<file path="config.mk">
export PLATFORM = sky130hd
export DESIGN_NAME = ser_fifo
export DESIGN_NICKNAME = d
export VERILOG_FILES = /design/src/hw/rtl/assert_macros.svh /design/src/hw/rtl/ser_fifo.sv
export SDC_FILE = /design/constraint.sdc
export NUM_CORES = 1
export LEC_CHECK = 0
export CAP_MARGIN = 0
export CORE_MARGIN = 1
export CORE_UTILIZATION = 50
export CTS_BUF_LIST = sky130_fd_sc_hd__clkbuf_4 sky130_fd_sc_hd__clkbuf_8
export DETAILED_ROUTE_END_ITERATION = 8
export DONT_BUFFER_PORTS = 1
export MAX_ROUTING_LAYER = met4
export PLACE_DENSITY = 0.64
export RECOVER_POWER = 100
export SYNTH_ARGS = -nofsm -noshare
export SYNTH_HDL_FRONTEND = slang
export SYNTH_SLANG_ARGS = --single-unit
</file>
<file path="constraint.sdc">
create_clock -name clock -period 1.4 [get_ports clock]
set_clock_uncertainty 0.15 [all_clocks]
set_input_delay 0.21 -clock clock [delete_from_list [all_inputs] [get_ports clock]]
set_output_delay 0.21 -clock clock [all_outputs]
set_load 0.005 [all_outputs]
</file>
<file path="src/hw/rtl/assert_macros.svh">
// Assertion macros for the RTL files.
`ifndef ASSERT_MACROS_SVH
`define ASSERT_MACROS_SVH

// Same-cycle implication, checked at every rising clock edge outside reset.
`define ASSERT_NOW(label, prop, msg) \
   label: assert property (@(posedge clock) disable iff (reset) prop) else $error(msg);

// Next-cycle implication: when cond holds, expect_next holds in the cycle after.
`define ASSERT_NEXT(label, cond, expect_next, msg) \
   label: assert property (@(posedge clock) disable iff (reset) (cond) |=> (expect_next)) \
      else $error(msg);

`endif

</file>
<file path="src/hw/rtl/ser_fifo.sv">
// Small first-in first-out queue of fixed-width words.
module ser_fifo #(
   parameter int WIDTH = 8,
   parameter int DEPTH = 2
) (
   input  logic             clock,
   input  logic             reset,
   input  logic             push,
   input  logic [WIDTH-1:0] wdata,
   output logic             full,
   input  logic             pop,
   output logic [WIDTH-1:0] rdata,
   output logic             empty
);
   localparam int PW = (DEPTH > 1) ? $clog2(DEPTH) : 1;
   localparam int CW = $clog2(DEPTH + 1);

   logic [WIDTH-1:0] mem_ff [DEPTH];
   logic [PW-1:0]    wr_ptr_ff, wr_ptr_in, rd_ptr_ff, rd_ptr_in;
   logic [CW-1:0]    count_ff, count_in;
   logic             do_push, do_pop;

   assign full    = (count_ff == CW'(DEPTH));
   assign empty   = (count_ff == '0);
   assign do_push = push && !full;
   assign do_pop  = pop && !empty;
   assign rdata   = mem_ff[rd_ptr_ff];

   always_comb begin
      wr_ptr_in = wr_ptr_ff;
      rd_ptr_in = rd_ptr_ff;
      count_in  = count_ff;
      if (do_push) begin
         wr_ptr_in = (wr_ptr_ff == PW'(DEPTH - 1)) ? '0 : wr_ptr_ff + 1'b1;
      end
      if (do_pop) begin
         rd_ptr_in = (rd_ptr_ff == PW'(DEPTH - 1)) ? '0 : rd_ptr_ff + 1'b1;
      end
      if (do_push && !do_pop) begin
         count_in = count_ff + 1'b1;
      end else if (do_pop && !do_push) begin
         count_in = count_ff - 1'b1;
      end
   end

   always_ff @(posedge clock) begin
      if (reset) begin
         wr_ptr_ff <= '0;
         rd_ptr_ff <= '0;
         count_ff  <= '0;
      end else begin
         wr_ptr_ff <= wr_ptr_in;
         rd_ptr_ff <= rd_ptr_in;
         count_ff  <= count_in;
      end
   end

   always_ff @(posedge clock) begin
      if (do_push) begin
         mem_ff[wr_ptr_ff] <= wdata;
      end
   end
endmodule

</file>
==> out/results.ini <==
[run_status]
status = finished with violations
violations = hold timing, setup timing

[yosys]
synth_seq_cells = 21
netlist_instances = 50
synth_top_cell_area_share = 0.606
syn_area_per_cell_um2 = 15.9
synth_cell_types = 13
ys_top_cells_by_area = edfxtp_1 61%, dfxtp_1 13%, mux2_2 11%
syn-cell-area_um2 = 793
syn-num-nets = 63
synth-seq-area-share = 0.732
yosysWarnings = 0
synth_top_area_cell = edfxtp_1

[placed_design]
dp_slack_ns = -0.204
dpl.hpwl_um = 1030
port_buffers = 0
gp_congestion = 0.779

[detailed_routing]
vias = 441
post-route-drc-count = 0
via_per_inst = 5.25
wl_um = 1400
routedWlPerCell_um = 16.7
dr.pass1.iters = 3
drtIter0Drc = 4
ant_nets = 0

[cells_and_area]
multi_input_area_um2 = 267
drive_above_1_share = 0.412
layout_commonest_cell = edfxtp_1
final_nets = 82
seq_area_um2 = 587
mostFrequentLayoutCells = 16 x edfxtp_1, 8 x mux2_4, 8 x dlygate4sd3_1
antenna_cells = 0
area_delta_synth_final_pct = 31.5
fillers = 90

[power]
ir_drop_v = 0.00106
power_frac_seq = 0.500
intPower_w = 0.00129
cellPowerDensity_nw_per_um2 = 1740
swShare = 0.291
power_frac_clock = 0.164
p_leak_nw = 0.399
pwr-share-comb = 0.336
power_switching_w = 0.000529

[grt]
track_usage = 0.188
grt_pass1_vias = 511
grt_antenna_before_repair = 0
grt_max_degree = 12
grt_pass1_wl_um = 2280
grt_overflow = 0

[sta]
rsz0062_at_grt = yes
final_max_slew_viol_count = 0
setup-violations-final = 18
worst_slack_ns = -0.169
finalCriticalPeriod_ns = 1.57
max_slew.worst_pin.slew_ns = 0.255
fmax_ghz = 0.638
hold_slack_ns = -0.191
finalCritPeriodShare = 1.12
slew_headroom = 0.828
hold_viol_final = 5

[critical_path]
cp-end-kind = register
cp_max_fo = 3
crit_path_start_kind = register
critical_path_class = reg2reg
critPathArrivalTime_ns = 1.65
crit_required_ns = 1.48

[clock_tree]
clock_sink_count = 21
cts_buffers = 3
cts_setup_buffers = 0
clock_latency_ns = 0.29
clkSlewWorstSetupHoldPaths_ns = 0.11
root_buffer = clkbuf_4
cts.hold.buffers_added = 8
clockBufferDepth = 2
tritoncts = yes
cts_max_level = 1

[floorplanning]
die_area_um2 = 1750
core_area_um2 = 1490
pin_count = 22
rows = 14
initial_core_util = 0.533
die_w_um = 41.8
die_h_um = 41.8

[hold_path]
hp-class = in2reg

[flow_run]
drv_cap = 0

worst max-delay path, cell delays in order (launching register included):
cell and delay (ns):
dfxtp_2 0.37, nor2b_4 0.19, nor2_4 0.06, ha_4 0.16
xor2_2 0.13, or3_1 0.31, a21oi_1 0.13
sequential cells by signal (all words and copies together) (netlist names), named ones only:
register	flops
count_ff	2
mem_ff	16
rd_ptr_ff	1
wr_ptr_ff	1
cell usage after synthesis:
cell      number
edfxtp_1      16
mux2_2         8
dfxtp_1        5
nor2_1         5
o21ai_0        3
xor2_1         3
a21oi_1        2
inv_1          2
or3_1          2
and2_1         1
buf_2          1
ha_1           1
nor2b_2        1
per-stage QoR:
stage	cell area, um^2	TNS [ns]	total power [W]	instances	util
after detailed placement	868	-1.24	0.00138	72	0.583
after global routing	1040	-2.17	0.00190	84	0.701
final	1040	-1.56	0.00182	84	0.701
after global placement	868	-0.901	0.00132	72	0.583
after CTS	1040	-1.67	0.00182	84	0.697
after floorplan	801	-0.122	0.00120	50	-
area by class of cell:
cell class	count	area share
sequential	21	0.562
multi-input combinational	26	0.255
timing repair buffer	15	0.125
clock buffer	4	0.0288
tap	16	0.0192
inverter	2	0.00959
logic make-up after synthesis:
family	synth area share
compound gates	0.0315
simple gates	0.0584
flops	0.732
xor+xnor	0.0331
mux	0.114
fa+ha+maj	0.0158
buf+inv	0.0158
what timing repair did:
| item | CTS | global route |
|---|---|---|
| endpoints found under the setup margin | 17 | 18 |
| pin swaps | 1 | 0 |
| resized for setup | 15 | 1 |
| hold endpoints to repair | 21 | 5 |
routing by layer:
layer | global-route usage | part of all wire
met5 | - | 0
met4 | 0.0839 | 0.016
met3 | 0.0304 | 0.034
met2 | 0.347 | 0.57
met1 | 0.193 | 0.38
path summary, 6_finish.rpt:
| kind | startpoint | end | slack (ns) | cells after the start |
|---|---|---|---|---|
| min reg2reg | rd_ptr_ff$_SDFFE_PP0P_ | register | 0.41 | 2 |
| min | reset | count_ff[0]$_SDFFE_PP0P_ | -0.19 | 1 |
| max reg2reg | count_ff[1]$_SDFFE_PP0P_ | count_ff[1]$_SDFFE_PP0P_ | -0.17 | 6 |
| max | count_ff[1]$_SDFFE_PP0P_ | count_ff[1]$_SDFFE_PP0P_ | -0.17 | 6 |
power groups by stage:
stage	logic, W	registers (W)	clock network (W)
after floorplan	0.000337	0.000860	0
after global placement	0.000440	0.000884	0
after detailed placement	0.000481	0.000900	0
after CTS	0.000596	0.000912	0.000308
after global routing	0.000652	0.000923	0.000326
final	0.000611	0.000910	0.000298
(Power assumes the default switching activity.)
