File: src/hw/rtl/assert_macros.svh
// Assertion macros for the RTL files.
`ifndef ASSERT_MACROS_SVH
`define ASSERT_MACROS_SVH

// Same-cycle implication, checked at every rising clock edge outside reset.
`define ASSERT_NOW(label, prop, msg) \
   label: assert property (@(posedge clock) disable iff (reset) prop) else $error(msg);

// Next-cycle implication: when cond holds, expect_next holds in the cycle after.
`define ASSERT_NEXT(label, cond, expect_next, msg) \
   label: assert property (@(posedge clock) disable iff (reset) (cond) |=> (expect_next)) \
      else $error(msg);

`endif

File: src/hw/rtl/ser_pkg.sv
// Types, codes and element helpers shared by the scatter engine.
package ser_pkg;

   localparam int ADDR_FIELD_W = 12;
   localparam int CSR_IDX_W    = 3;

   localparam logic [1:0] FUNC_LOAD    = 2'd0;
   localparam logic [1:0] FUNC_SCATTER = 2'd1;
   localparam logic [1:0] FUNC_READ    = 2'd2;

   localparam logic [1:0] OP_NONE = 2'd0;
   localparam logic [1:0] OP_LOAD = 2'd1;
   localparam logic [1:0] OP_SCAT = 2'd2;
   localparam logic [1:0] OP_READ = 2'd3;

   localparam logic [1:0] ST_OK    = 2'd0;
   localparam logic [1:0] ST_RANGE = 2'd1;
   localparam logic [1:0] ST_ADDR  = 2'd2;

   localparam logic [2:0] MODE_NONE = 3'd0;
   localparam logic [2:0] MODE_ADD  = 3'd1;
   localparam logic [2:0] MODE_MUL  = 3'd2;
   localparam logic [2:0] MODE_MAX  = 3'd3;
   localparam logic [2:0] MODE_MIN  = 3'd4;

   localparam logic [1:0] ETYPE_INT8  = 2'd0;
   localparam logic [1:0] ETYPE_UINT8 = 2'd1;
   localparam logic [1:0] ETYPE_INT32 = 2'd2;
   localparam logic [1:0] ETYPE_INT64 = 2'd3;

   localparam logic [CSR_IDX_W-1:0] CSR_RANK   = 3'd0;
   localparam logic [CSR_IDX_W-1:0] CSR_AXIS   = 3'd1;
   localparam logic [CSR_IDX_W-1:0] CSR_MODE   = 3'd2;
   localparam logic [CSR_IDX_W-1:0] CSR_ETYPE  = 3'd3;
   localparam logic [CSR_IDX_W-1:0] CSR_DSHAPE = 3'd4;
   localparam logic [CSR_IDX_W-1:0] CSR_ISHAPE = 3'd5;

   localparam logic [63:0] SHAPE_RESET = 64'h0001_0001_0001_0001;

   typedef struct packed {
      logic [1:0]              func;
      logic [ADDR_FIELD_W-1:0] address;
      logic signed [31:0]      index_value;
      logic signed [63:0]      update_value;
   } req_item_type;

   typedef struct packed {
      logic signed [63:0] read_value;
      logic [1:0]         status;
   } rsp_item_type;

   typedef struct packed {
      logic [2:0] mode;
      logic [1:0] etype;
   } cfg_type;

   function automatic logic [63:0] wrap_elem(input logic [63:0] v, input logic [1:0] etype);
      logic [63:0] r;
      case (etype)
         ETYPE_INT8:  r = {{56{v[7]}}, v[7:0]};
         ETYPE_UINT8: r = {56'd0, v[7:0]};
         ETYPE_INT32: r = {{32{v[31]}}, v[31:0]};
         default:     r = v;
      endcase
      return r;
   endfunction

endpackage

File: src/hw/rtl/ser_front.sv
// Front end: configuration registers, odometer, item classification and address forming.
module ser_front
   import ser_pkg::*;
#(
   parameter int MAX_RANK    = 4,
   parameter int STORE_DEPTH = 4096,
   parameter int DIM_BITS    = 16
) (
   input  logic                          clock,
   input  logic                          reset,
   input  logic                          req_push,
   output logic                          req_full,
   input  req_item_type                  req_item,
   input  logic                          csr_write,
   input  logic [CSR_IDX_W-1:0]          csr_index,
   input  logic [63:0]                   csr_data,
   output cfg_type                       cfg_out,
   output logic                          cmd_push,
   input  logic                          cmd_full,
   output logic [1:0]                    cmd_op,
   output logic [$clog2(STORE_DEPTH)-1:0] cmd_addr,
   output logic [63:0]                   cmd_upd,
   output logic [1:0]                    cmd_status
);
   localparam int AW = $clog2(STORE_DEPTH);
   localparam int KW = (MAX_RANK > 1) ? $clog2(MAX_RANK) : 1;
   localparam int SW = AW + 1;
   localparam int PW = SW + DIM_BITS + 1;
   localparam logic [SW-1:0] DEPTH_LIM = SW'(STORE_DEPTH);

   localparam logic [1:0] F_IDLE = 2'd0;
   localparam logic [1:0] F_CALC = 2'd1;
   localparam logic [1:0] F_PUSH = 2'd2;

   logic [1:0]          state_ff, state_in;
   logic [2:0]          rank_ff, rank_in, axis_ff, axis_in, mode_ff, mode_in;
   logic [1:0]          etype_ff, etype_in;
   logic [63:0]         dshape_ff, dshape_in, ishape_ff, ishape_in;
   logic [DIM_BITS-1:0] coord_ff [MAX_RANK];
   logic [DIM_BITS-1:0] coord_in [MAX_RANK];
   logic [DIM_BITS-1:0] odo_next [MAX_RANK];
   logic [1:0]          op_ff, op_in, status_ff, status_in;
   logic [SW-1:0]       addr_ff, addr_in;
   logic [63:0]         upd_ff, upd_in;
   logic                scat_ff, scat_in;
   logic [KW-1:0]       k_ff, k_in, ax_ff, ax_in;
   logic [DIM_BITS-1:0] idx_ff, idx_in;

   logic [3:0]          r_eff;
   logic signed [4:0]   ax_full;
   logic                axis_ok, idx_ok, addr_ok, accept, last, advance;
   logic [DIM_BITS-1:0] sel_dim, d_k, c_k;
   logic signed [33:0]  iv;
   logic [PW-1:0]       prod;
   logic [SW-1:0]       addr_next;

   function automatic logic [DIM_BITS-1:0] dim_of(input logic [63:0] shape,
                                                   input logic [KW-1:0] k);
      int          sh;
      logic [63:0] t;
      sh = DIM_BITS * (MAX_RANK - 1 - int'(k));
      if (sh >= 64 || sh < 0) begin
         return '0;
      end
      t = shape >> sh;
      return t[DIM_BITS-1:0];
   endfunction

   always_comb begin
      if (rank_ff == 3'd0) begin
         r_eff = 4'd1;
      end else if ({1'b0, rank_ff} > 4'(MAX_RANK)) begin
         r_eff = 4'(MAX_RANK);
      end else begin
         r_eff = {1'b0, rank_ff};
      end
   end

   always_comb begin
      ax_full = {{2{axis_ff[2]}}, axis_ff};
      if (ax_full < 0) begin
         ax_full = ax_full + $signed({1'b0, r_eff});
      end
      axis_ok  = (ax_full >= 0) && (ax_full < $signed({1'b0, r_eff}));
      sel_dim  = dim_of(dshape_ff, ax_full[KW-1:0]);
      iv = {{2{req_item.index_value[31]}}, req_item.index_value};
      if (iv < 0) begin
         iv = iv + $signed(34'(sel_dim));
      end
      idx_ok  = (iv >= 0) && (iv < $signed(34'(sel_dim)));
      addr_ok = (32'(req_item.address) < 32'(STORE_DEPTH));
   end

   always_comb begin
      d_k       = dim_of(dshape_ff, k_ff);
      c_k       = (k_ff == ax_ff) ? idx_ff : coord_ff[k_ff];
      prod      = PW'(addr_ff) * PW'(d_k) + PW'(c_k);
      addr_next = (prod > PW'(STORE_DEPTH)) ? DEPTH_LIM : prod[SW-1:0];
      last      = (32'(k_ff) == 32'(r_eff) - 32'd1);
   end

   always_comb begin
      logic                carry;
      logic [DIM_BITS:0]   nc;
      logic [DIM_BITS-1:0] d;
      carry = 1'b1;
      for (int k = 0; k < MAX_RANK; k++) begin
         odo_next[k] = coord_ff[k];
      end
      for (int k = MAX_RANK - 1; k >= 0; k--) begin
         d  = dim_of(ishape_ff, KW'(k));
         nc = {1'b0, coord_ff[k]} + 1'b1;
         if (carry && (k < int'(r_eff))) begin
            if (nc < {1'b0, d}) begin
               odo_next[k] = nc[DIM_BITS-1:0];
               carry       = 1'b0;
            end else begin
               odo_next[k] = '0;
            end
         end
      end
   end

   assign accept   = req_push && (state_ff == F_IDLE);
   assign req_full = (state_ff != F_IDLE);
   assign advance  = (state_ff == F_PUSH) && !cmd_full && scat_ff;

   always_comb begin
      state_in  = state_ff;
      op_in     = op_ff;
      status_in = status_ff;
      addr_in   = addr_ff;
      upd_in    = upd_ff;
      scat_in   = scat_ff;
      k_in      = k_ff;
      ax_in     = ax_ff;
      idx_in    = idx_ff;
      case (state_ff)
         F_IDLE: begin
            if (accept) begin
               upd_in    = req_item.update_value;
               addr_in   = SW'(req_item.address);
               scat_in   = (req_item.func == FUNC_SCATTER);
               k_in      = '0;
               ax_in     = ax_full[KW-1:0];
               idx_in    = iv[DIM_BITS-1:0];
               status_in = ST_OK;
               op_in     = OP_NONE;
               state_in  = F_PUSH;
               case (req_item.func)
                  FUNC_LOAD: begin
                     op_in     = addr_ok ? OP_LOAD : OP_NONE;
                     status_in = addr_ok ? ST_OK : ST_ADDR;
                  end
                  FUNC_READ: begin
                     op_in     = addr_ok ? OP_READ : OP_NONE;
                     status_in = addr_ok ? ST_OK : ST_ADDR;
                  end
                  FUNC_SCATTER: begin
                     if (axis_ok && idx_ok) begin
                        addr_in  = '0;
                        state_in = F_CALC;
                     end else begin
                        status_in = ST_RANGE;
                     end
                  end
                  default: begin
                     op_in = OP_NONE;
                  end
               endcase
            end
         end
         F_CALC: begin
            if (c_k >= d_k) begin
               status_in = ST_RANGE;
               op_in     = OP_NONE;
               state_in  = F_PUSH;
            end else begin
               addr_in = addr_next;
               k_in    = k_ff + 1'b1;
               if (last) begin
                  state_in = F_PUSH;
                  if (addr_next >= DEPTH_LIM) begin
                     status_in = ST_ADDR;
                     op_in     = OP_NONE;
                  end else begin
                     status_in = ST_OK;
                     op_in     = (mode_ff > MODE_MIN) ? OP_NONE : OP_SCAT;
                  end
               end
            end
         end
         F_PUSH: begin
            if (!cmd_full) begin
               state_in = F_IDLE;
            end
         end
         default: begin
            state_in = F_IDLE;
         end
      endcase
   end

   always_comb begin
      rank_in   = rank_ff;
      axis_in   = axis_ff;
      mode_in   = mode_ff;
      etype_in  = etype_ff;
      dshape_in = dshape_ff;
      ishape_in = ishape_ff;
      for (int k = 0; k < MAX_RANK; k++) begin
         coord_in[k] = advance ? odo_next[k] : coord_ff[k];
      end
      if (csr_write) begin
         case (csr_index)
            CSR_RANK:   rank_in   = csr_data[2:0];
            CSR_AXIS:   axis_in   = csr_data[2:0];
            CSR_MODE:   mode_in   = csr_data[2:0];
            CSR_ETYPE:  etype_in  = csr_data[1:0];
            CSR_DSHAPE: dshape_in = csr_data;
            CSR_ISHAPE: ishape_in = csr_data;
            default:    rank_in   = rank_ff;
         endcase
         if (csr_index == CSR_RANK || csr_index == CSR_ISHAPE) begin
            for (int k = 0; k < MAX_RANK; k++) begin
               coord_in[k] = '0;
            end
         end
      end
   end

   always_ff @(posedge clock) begin
      if (reset) begin
         state_ff  <= F_IDLE;
         rank_ff   <= 3'd1;
         axis_ff   <= 3'd0;
         mode_ff   <= MODE_NONE;
         etype_ff  <= ETYPE_INT32;
         dshape_ff <= SHAPE_RESET;
         ishape_ff <= SHAPE_RESET;
         for (int k = 0; k < MAX_RANK; k++) begin
            coord_ff[k] <= '0;
         end
      end else begin
         state_ff  <= state_in;
         rank_ff   <= rank_in;
         axis_ff   <= axis_in;
         mode_ff   <= mode_in;
         etype_ff  <= etype_in;
         dshape_ff <= dshape_in;
         ishape_ff <= ishape_in;
         for (int k = 0; k < MAX_RANK; k++) begin
            coord_ff[k] <= coord_in[k];
         end
      end
   end

   always_ff @(posedge clock) begin
      op_ff     <= op_in;
      status_ff <= status_in;
      addr_ff   <= addr_in;
      upd_ff    <= upd_in;
      scat_ff   <= scat_in;
      k_ff      <= k_in;
      ax_ff     <= ax_in;
      idx_ff    <= idx_in;
   end

   assign cmd_push      = (state_ff == F_PUSH);
   assign cmd_op        = op_ff;
   assign cmd_addr      = addr_ff[AW-1:0];
   assign cmd_upd       = upd_ff;
   assign cmd_status    = status_ff;
   assign cfg_out.mode  = mode_ff;
   assign cfg_out.etype = etype_ff;
endmodule

File: config.mk
export PLATFORM = sky130hd
export DESIGN_NAME = ser_front
export DESIGN_NICKNAME = d
export VERILOG_FILES = /design/src/hw/rtl/assert_macros.svh /design/src/hw/rtl/ser_pkg.sv /design/src/hw/rtl/ser_front.sv
export SDC_FILE = /design/constraint.sdc
export NUM_CORES = 1
export LEC_CHECK = 0
export BUFFER_PORTS_ARGS = -buffer_cell sky130_fd_sc_hd__buf_2
export CAP_MARGIN = 20
export CORE_MARGIN = 2
export CORE_UTILIZATION = 50
export DETAILED_ROUTE_END_ITERATION = 10
export GPL_TIMING_DRIVEN = 0
export PLACE_DENSITY = 0.7
export SLEW_MARGIN = 40
export SYNTH_ARGS = -nofsm -noshare
export SYNTH_HDL_FRONTEND = slang
export SYNTH_SLANG_ARGS = --single-unit
File: constraint.sdc
create_clock -name clock -period 15.9 [get_ports clock]
set_input_delay 3.18 -clock clock [delete_from_list [all_inputs] [get_ports clock]]
set_output_delay 3.18 -clock clock [all_outputs]
set_load 0.05 [all_outputs]
==> results_tabular.tex, run 1 <==
\begin{tabular}{lr}
\hline
Metric & Value \\
\hline
\multicolumn{2}{l}{\textbf{Outcome}} \\
Status & finished, final reports clean \\
\multicolumn{2}{l}{\textbf{Die}} \\
Effective utilization at floorplan & between 50\% and 60\% \\
Overall die height & 228.1 um \\
Number of top-level design ports & 269 \\
Placeable core region & 0.04986 sq mm \\
Die X & 228.1 um \\
Overall die area & 0.05201 sq mm \\
Number of core rows & 82 \\
\multicolumn{2}{l}{\textbf{Final layout}} \\
Final cell count without fillers & 3836 \\
Design Area, Final & 0.02847 sq mm \\
Final-stage net count & between 3000 and 4000 \\
Final core utilization & 57.09\% \\
Area occupied by multi-input gates & about 0.016 sq mm \\
Layout overhead on the synthesized area & 13.41\% \\
Storage cell area & 0.007207 sq mm \\
Share of final-layout standard cells stronger than drive strength 1 & about 14\% \\
Layout fillers & roughly 4600 \\
\multicolumn{2}{l}{\textbf{Setup path}} \\
Data required time at the worst endpoint & 16250 ps \\
Startpoint of the most critical register-to-register path & k\_ff[1] \\
Path length in cells of the critical path & 27 \\
Worst setup slack for register-to-register paths & 6100 ps \\
Cell with the largest stage delay on the worst path & buf\_1 \\
Top fanout value on the critical path & 10 \\
Category of the most critical setup path & register to register \\
Critical Path Start Type & register \\
Data arrival time at the worst-slack endpoint & 10160 ps \\
Buffer and inverter count on the worst path & 9 \\
Terminus of the critical flop-to-flop path & addr\_ff[4] \\
Path depth of the worst reg2reg path & 27 \\
Worst stage delay on the critical path & 590 ps \\
Type of element capturing the critical path & register \\
Most common cell on crit path & fa\_1 \\
Kind of cell with the highest combined delay on the critical path & adder cells \\
\multicolumn{2}{l}{\textbf{Route}} \\
Antenna Violating Nets Remaining & 0 \\
Total wirelength of the detailed-routed design & 80.93 mm \\
Detailed-route via count & 21920 \\
Iteration-0 DRC count of the detailed router & 1799 \\
TritonRoute pass-1 iters & 6 \\
Residual DRC & 0 \\
Routed length per instance & between 20 and 25 um \\
Vias per std cell & 5.713 \\
\multicolumn{2}{l}{\textbf{Yosys}} \\
Synth top cells by count & 505 x nand2\_1, 335 x inv\_1, 219 x ha\_1, 216 x a21oi\_1, 207 x dfxtp\_1 \\
Most numerous cell in the Yosys netlist & nand2\_1 \\
Sequential area share after synthesis & 28.71\% \\
Number of synthesized register bits & $\sim$310 \\
Main flop type after synthesis & dfxtp\_1 \\
Synth area leader & dfxtp\_1 \\
Proportion of netlist area held by the largest area contributor & $\sim$17\% \\
Netlist area before placement & 0.02510 sq mm \\
Count of cell types in the netlist & 73 \\
Warnings, synthesis & 0 \\
Nets in the synthesized netlist & around 3400 \\
Synth async-reset ratio & 0\% \\
Post-synthesis instance total & $\sim$2800 \\
Ranking of synthesized cells by area & dfxtp\_1 17\%, fa\_1 13\%, edfxtp\_1 12\%, ha\_1 11\%, nand2\_1 7.6\% \\
Average footprint of a synthesized cell & 8.857 sq um \\
Number of enable-type register cells in the synthesized netlist & slightly above 100 \\
\multicolumn{2}{l}{\textbf{Global routing}} \\
Global-route wire length before repair & approximately 120 mm \\
Vias in the first global route & 21830 \\
Pin count of the biggest net entering global routing & 24 \\
Overflow left after global routing & 0 \\
Number of antenna violations at the first check in global routing & 3 \\
Tot GR Track Use & a little under a third \\
\multicolumn{2}{l}{\textbf{Flow run}} \\
Max-capacitance violation count & 0 \\
\multicolumn{2}{l}{\textbf{STA}} \\
Worst relative slew slack & between 40\% and 50\% \\
Total Negative Setup Slacks & 0 ps \\
Unrepaired setup endpoints after global routing & no \\
Slew Limit Fails & 0 \\
Minimum period implied by the final worst setup slack & 9802 ps \\
Slew at the pin closest to its max-slew limit & 874.8 ps \\
Post-route worst setup slack & 6098 ps \\
Fin crit share & between 60\% and 70\% \\
Final setup violation count & 0 \\
Final Hold Viols & 0 \\
Worst hold slack across all endpoints & between 400 and 500 ps \\
Final worst clock skew & a little under 20 ps \\
FMAX & 102.0 MHz \\
\multicolumn{2}{l}{\textbf{Place}} \\
Final GP Congestion & a little over 1 \\
Post-Place Cells & 3776 \\
Detailed placement HPWL & 66.48 mm \\
Setup slack after placement & roughly 6300 ps \\
Post-placement cell area & 0.02739 sq mm \\
Count of input and output buffers & 266 \\
\multicolumn{2}{l}{\textbf{Worst hold path}} \\
Min-delay src & ishape\_ff[20] \\
Terminating pin of the worst hold path & ishape\_ff[20] \\
Type of the tightest min-delay check & register to register \\
Worst hold path cell count & 2 \\
\multicolumn{2}{l}{\textbf{Clock network}} \\
Number of H-tree levels & 2 \\
Root Driver & clkbuf\_16 \\
Max Root-Sink Buffers & 3 \\
TritonCTS clock tree & built \\
Post\_cts resized & 0 \\
Clock-pin slew on the worst setup and hold paths & roughly 60 ps \\
Post-CTS setup-driven buffer insertion count & 0 \\
Number of buffers created by CTS & 35 \\
Number of clock sinks seen by CTS & $\sim$300 \\
Insertion delay to the later sink of the worst-skew pair & 550 ps \\
Count of hold buffers inserted by post-cts repair & 0 \\
\multicolumn{2}{l}{\textbf{Power and ir drop}} \\
Total power & 2.154 mW \\
Power per cell area & 75.68 mW/mm\^{}2 \\
VDD IR-drop max & 113.2 uV \\
Leak Pwr & 12.77 nW \\
\hline
\end{tabular}
[where the power goes]
group | total (mW) | internal (mW) | leakage [nW] | switching [mW]
Combinational | 0.504 | 0.179 | 9.58 | 0.325
Clock | 0.785 | 0.448 | 0.531 | 0.336
Sequential | 0.866 | 0.845 | 2.66 | 0.0201
[tightest hold or removal path, stage by stage, from the launching register on]
cell     delay [ps]
dfxtp_1         310
nand2_1          50
a21oi_1          50
[worst max path at each step]
stage              from           to
2_1_floorplan   k_ff[1]   addr_ff[3]
3_3_place_gp   req_push  addr_ff[10]
3_5_place_dp    k_ff[1]   addr_ff[3]
4_1_cts         k_ff[1]   addr_ff[4]
5_1_grt         k_ff[1]   addr_ff[4]
6_report        k_ff[1]   addr_ff[4]
[per-layer routing]
metal | part of all wire (%) | vias to the layer above | GRT usage [%]
li1 | - | 10150 | -
met1 | 40 | 10670 | 39.76
met2 | 47 | 898 | 51.43
met3 | 7.8 | 198 | 5.513
met4 | 5.3 | 2 | 14.56
met5 | 0.0099 | - | 0
[cells by family after synthesis]
kind of cell | Yosys count | share of synthesized area [%]
XOR/XNOR | 84 | 2.931
AO/OA/AOI/OAI | 476 | 11.95
AND/OR/NAND/NOR | 985 | 18.21
buffers and inverters | 473 | 7.288
multiplexers | 119 | 6.510
adder cells (fa/ha/maj) | 388 | 24.40
flip-flops | 309 | 28.71
[area by class of cell]
type	count	area share (%)
well taps	672	2.954
clock buffers	46	3.437
multi-input cells	2052	56.56
diodes	2	0.01758
clock inverters	12	0.3121
inverters	335	4.417
plain buffers	138	2.013
repair buffers	270	4.976
flip-flops and latches	309	25.32
[layout by cell type, fill, tap and decap left out, types with 16 or more instances in the layout]
cell,n
nor2_1,108
nor3_1,27
mux4_2,32
fa_1,169
and3_1,29
nand4_1,24
mux2i_1,52
xnor2_1,50
nand2b_1,24
inv_1,335
xor2_1,34
a32o_1,16
and2_1,125
mux2_2,34
edfxtp_1,102
dfxtp_1,207
nand3_1,58
nor2b_1,18
o21a_1,17
a22oi_1,16
a21oi_1,216
a21o_1,39
ha_1,219
clkbuf_16,36
o21ai_0,57
buf_2,268
nand2_1,505
clkbuf_1,123
[sequential cells by signal, summed over array words and instances, names as in the netlist, named ones only]
signal,flops
mode_ff,3
coord_ff,64
rank_ff,3
etype_ff,2
axis_ff,3
addr_ff,13
dshape_ff,64
scat_ff,1
cmd_op,2
state_ff,2
ishape_ff,64
cmd_upd,64
cmd_status,2
k_ff,2
idx_ff,16
ax_ff,2
Power figures use the tool's default switching activity.
==> inputs of run 2 (changes only) <==
==> constraint.sdc (replaced) <==
create_clock -name clock -period 9.9 [get_ports clock]
set_input_delay 1.98 -clock clock [delete_from_list [all_inputs] [get_ports clock]]
set_output_delay 1.98 -clock clock [all_outputs]
set_load 0.05 [all_outputs]
==> run 2 against run 1 <==
Net effect:
- core utilization barely moved
- flip-flop and latch count is the same
- clock skew is 1.7 ps higher
- worst hold slack about the same
- register-to-register slack worse by 5800 ps
- power increased by 61%
- via count down 0.19%
- non-clock buffer count is the same
- clock power grew 61%
- first-iteration DRC count grew 0.11%
- sequential power rose by 61%
- largest power group unchanged
==> results_tabular.tex, run 2 (synthesis gave the netlist of run 1 again) <==
\begin{tabular}{lr}
\hline
Metric & Value \\
\hline
\multicolumn{2}{l}{\textbf{Outcome}} \\
Status & finished, final reports clean (unchanged) \\
\multicolumn{2}{l}{\textbf{STA}} \\
Slew Limit Fails & 0 (unchanged) \\
Worst relative slew slack & 41.96\% (was 41.68\%) \\
Total Negative Setup Slacks & 0 ps (unchanged) \\
Final setup violation count & 0 (unchanged) \\
Fin crit share & 96.50\% (was 61.65\%) \\
FMAX & 104.7 MHz (was 102.0 MHz) \\
Final Hold Viols & 0 (unchanged) \\
Worst hold slack across all endpoints & 455.1 ps (about the same) \\
Unrepaired setup endpoints after global routing & no (unchanged) \\
Minimum period implied by the final worst setup slack & 9553 ps (was 9802 ps) \\
Slew at the pin closest to its max-slew limit & 870.5 ps (was 874.8 ps) \\
Final worst clock skew & 21.36 ps (was 19.69 ps) \\
\multicolumn{2}{l}{\textbf{Final layout}} \\
Layout overhead on the synthesized area & 13.41\% (about the same) \\
Layout fillers & 4558 (was 4559) \\
Storage cell area & 0.007207 sq mm (unchanged) \\
Final cell count without fillers & 3836 (unchanged) \\
Share of final-layout standard cells stronger than drive strength 1 & 13.54\% (was 13.50\%) \\
Final core utilization & 57.09\% (about the same) \\
Most used cells in the layout excluding fill and tap cells & 505 x nand2\_1, 335 x inv\_1, 268 x buf\_2 (unchanged) \\
Design Area, Final & 0.02847 sq mm (about the same) \\
Final-stage net count & 3711 (unchanged) \\
Area occupied by multi-input gates & 0.01610 sq mm (unchanged) \\
Most common cell after layout, fill and taps aside & nand2\_1 (unchanged) \\
\multicolumn{2}{l}{\textbf{Setup path}} \\
Startpoint of the most critical register-to-register path & k\_ff[1] (unchanged) \\
Origin of the worst setup path & k\_ff[1] (unchanged) \\
Data required time at the worst endpoint & 10250 ps (was 16250 ps) \\
Critical Path Start Type & register (unchanged) \\
Category of the most critical setup path & register to register (unchanged) \\
Path depth of the worst reg2reg path & 27 (unchanged) \\
Top fanout value on the critical path & 10 (unchanged) \\
Data arrival time at the worst-slack endpoint & 9910 ps (was 10160 ps) \\
Type of element capturing the critical path & register (unchanged) \\
\multicolumn{2}{l}{\textbf{Place}} \\
Post-Place Cells & 3776 (unchanged) \\
Post-placement cell area & 0.02739 sq mm (unchanged) \\
Detailed placement HPWL & 66.48 mm (unchanged) \\
Final GP Congestion & 1.009 (unchanged) \\
Count of input and output buffers & 266 (unchanged) \\
\multicolumn{2}{l}{\textbf{Die}} \\
Number of top-level design ports & 269 (unchanged) \\
Number of core rows & 82 (unchanged) \\
Overall die area & 0.05201 sq mm (unchanged) \\
Die X & 228.1 um (unchanged) \\
Overall die height & 228.1 um (unchanged) \\
Effective utilization at floorplan & 50.34\% (unchanged) \\
Placeable core region & 0.04986 sq mm (unchanged) \\
\multicolumn{2}{l}{\textbf{Route}} \\
TritonRoute pass-1 iters & 6 (unchanged) \\
Antenna Violating Nets Remaining & 0 (unchanged) \\
Vias per std cell & 5.702 (was 5.713) \\
Routed length per instance & 21.10 um (unchanged) \\
Iteration-0 DRC count of the detailed router & 1801 (was 1799) \\
Detailed-route via count & 21870 (was 21920) \\
Total wirelength of the detailed-routed design & 80.93 mm (unchanged) \\
Residual DRC & 0 (unchanged) \\
\multicolumn{2}{l}{\textbf{Worst hold path}} \\
Min-delay src & ishape\_ff[20] (unchanged) \\
Type of the tightest min-delay check & register to register (unchanged) \\
Worst hold path cell count & 2 (unchanged) \\
\multicolumn{2}{l}{\textbf{Clock network}} \\
Insertion delay to the later sink of the worst-skew pair & 550 ps (about the same) \\
Number of buffers created by CTS & 35 (unchanged) \\
Root Driver & clkbuf\_16 (unchanged) \\
Number of H-tree levels & 2 (unchanged) \\
Max Root-Sink Buffers & 3 (unchanged) \\
Number of clock sinks seen by CTS & 309 (unchanged) \\
Post-CTS setup-driven buffer insertion count & 0 (unchanged) \\
Clock-pin slew on the worst setup and hold paths & 60 ps (about the same) \\
TritonCTS clock tree & built (unchanged) \\
\multicolumn{2}{l}{\textbf{Power and ir drop}} \\
Leak Pwr & 12.77 nW (about the same) \\
VDD IR-drop max & 181.8 uV (was 113.2 uV) \\
Power per cell area & 121.5 mW/mm\^{}2 (was 75.68 mW/mm\^{}2) \\
\multicolumn{2}{l}{\textbf{Global routing}} \\
Tot GR Track Use & 31.14\% (unchanged) \\
Number of antenna violations at the first check in global routing & 3 (unchanged) \\
Vias in the first global route & 21830 (unchanged) \\
Pin count of the biggest net entering global routing & 24 (unchanged) \\
Global-route wire length before repair & 124.9 mm (unchanged) \\
Overflow left after global routing & 0 (unchanged) \\
\multicolumn{2}{l}{\textbf{Flow run}} \\
Max-capacitance violation count & 0 (unchanged) \\
\hline
\end{tabular}
## run 2: changes by cell type in the layout (fill, tap and decap cells not counted)
cell / previous run / this run
clkbuf_2: 0 / 1
buf_1: 6 / 5
## run 2: layout make-up
| type | instances | share of cell area (%) |
|---|---|---|
| multi-input combinational | 2052 | 56.55 |
| sequential | 309 | 25.32 |
| timing repair buffer | 270 | 4.975 |
| inverter | 335 | 4.417 |
| clock buffer | 46 | 3.437 |
| tap | 672 | 2.954 |
| buffer | 138 | 2.017 |
| clock inverter | 12 | 0.3121 |
| antenna | 2 | 0.01758 |
## run 2: worst paths after layout
check | end | slack (ps)
hold / removal | ishape_ff[20] | 460
setup reg to reg | addr_ff[4] | 350
setup / recovery | addr_ff[4] | 350
hold reg to reg | ishape_ff[20] | 460
## run 2: metrics by stage
stage,power (mW),worst slack [ps]
floorplan,1.958,1488
global placement,2.196,257.2
detailed placement,2.218,255.1
CTS,3.470,205.0
global route,3.608,11.41
finish,3.459,346.8
## run 2: metal layers
layer / vias to the layer above / share of wire [%] / track usage (%) / routed length [um]
met4: 2 / 5.3 / 14.56 / 4297
li1: 10140 / - / - / -
met2: 868 / 47 / 51.43 / 37780
met1: 10660 / 40 / 39.76 / 32650
met3: 198 / 7.7 / 5.513 / 6193
met5: - / 0.0099 / 0 / 8
## run 2: what timing repair did
| item | in CTS | in global routing |
|---|---|---|
| resized for setup | 0 | 1 |
| endpoints found under the setup margin | 0 | 15 |
| hold buffers | 0 | 0 |
## run 2: power by group
group / switching [mW] / internal, mW
Combinational: 0.522 / 0.287
Clock: 0.540 / 0.720
Sequential: 0.0323 / 1.36
Total: 1.09 / 2.36
## run 2: critical path: stages, from the launching register on
cell and delay (ps):
edfxtp_1 400, clkbuf_2 350, clkbuf_1 560, mux4_2 480, clkbuf_1 540, nand2_1 170
fa_1 560, inv_1 60, fa_1 490, inv_1 50, fa_1 480, inv_1 60
fa_1 520, fa_1 560, inv_1 60, fa_1 530, inv_1 40, ha_1 380
nand2_2 110, or4_4 540, o221ai_4 280, a211oi_1 130, nor4_1 380, o21ai_1 100
or4_1 550, or4b_4 550, buf_6 170, o31ai_1 250
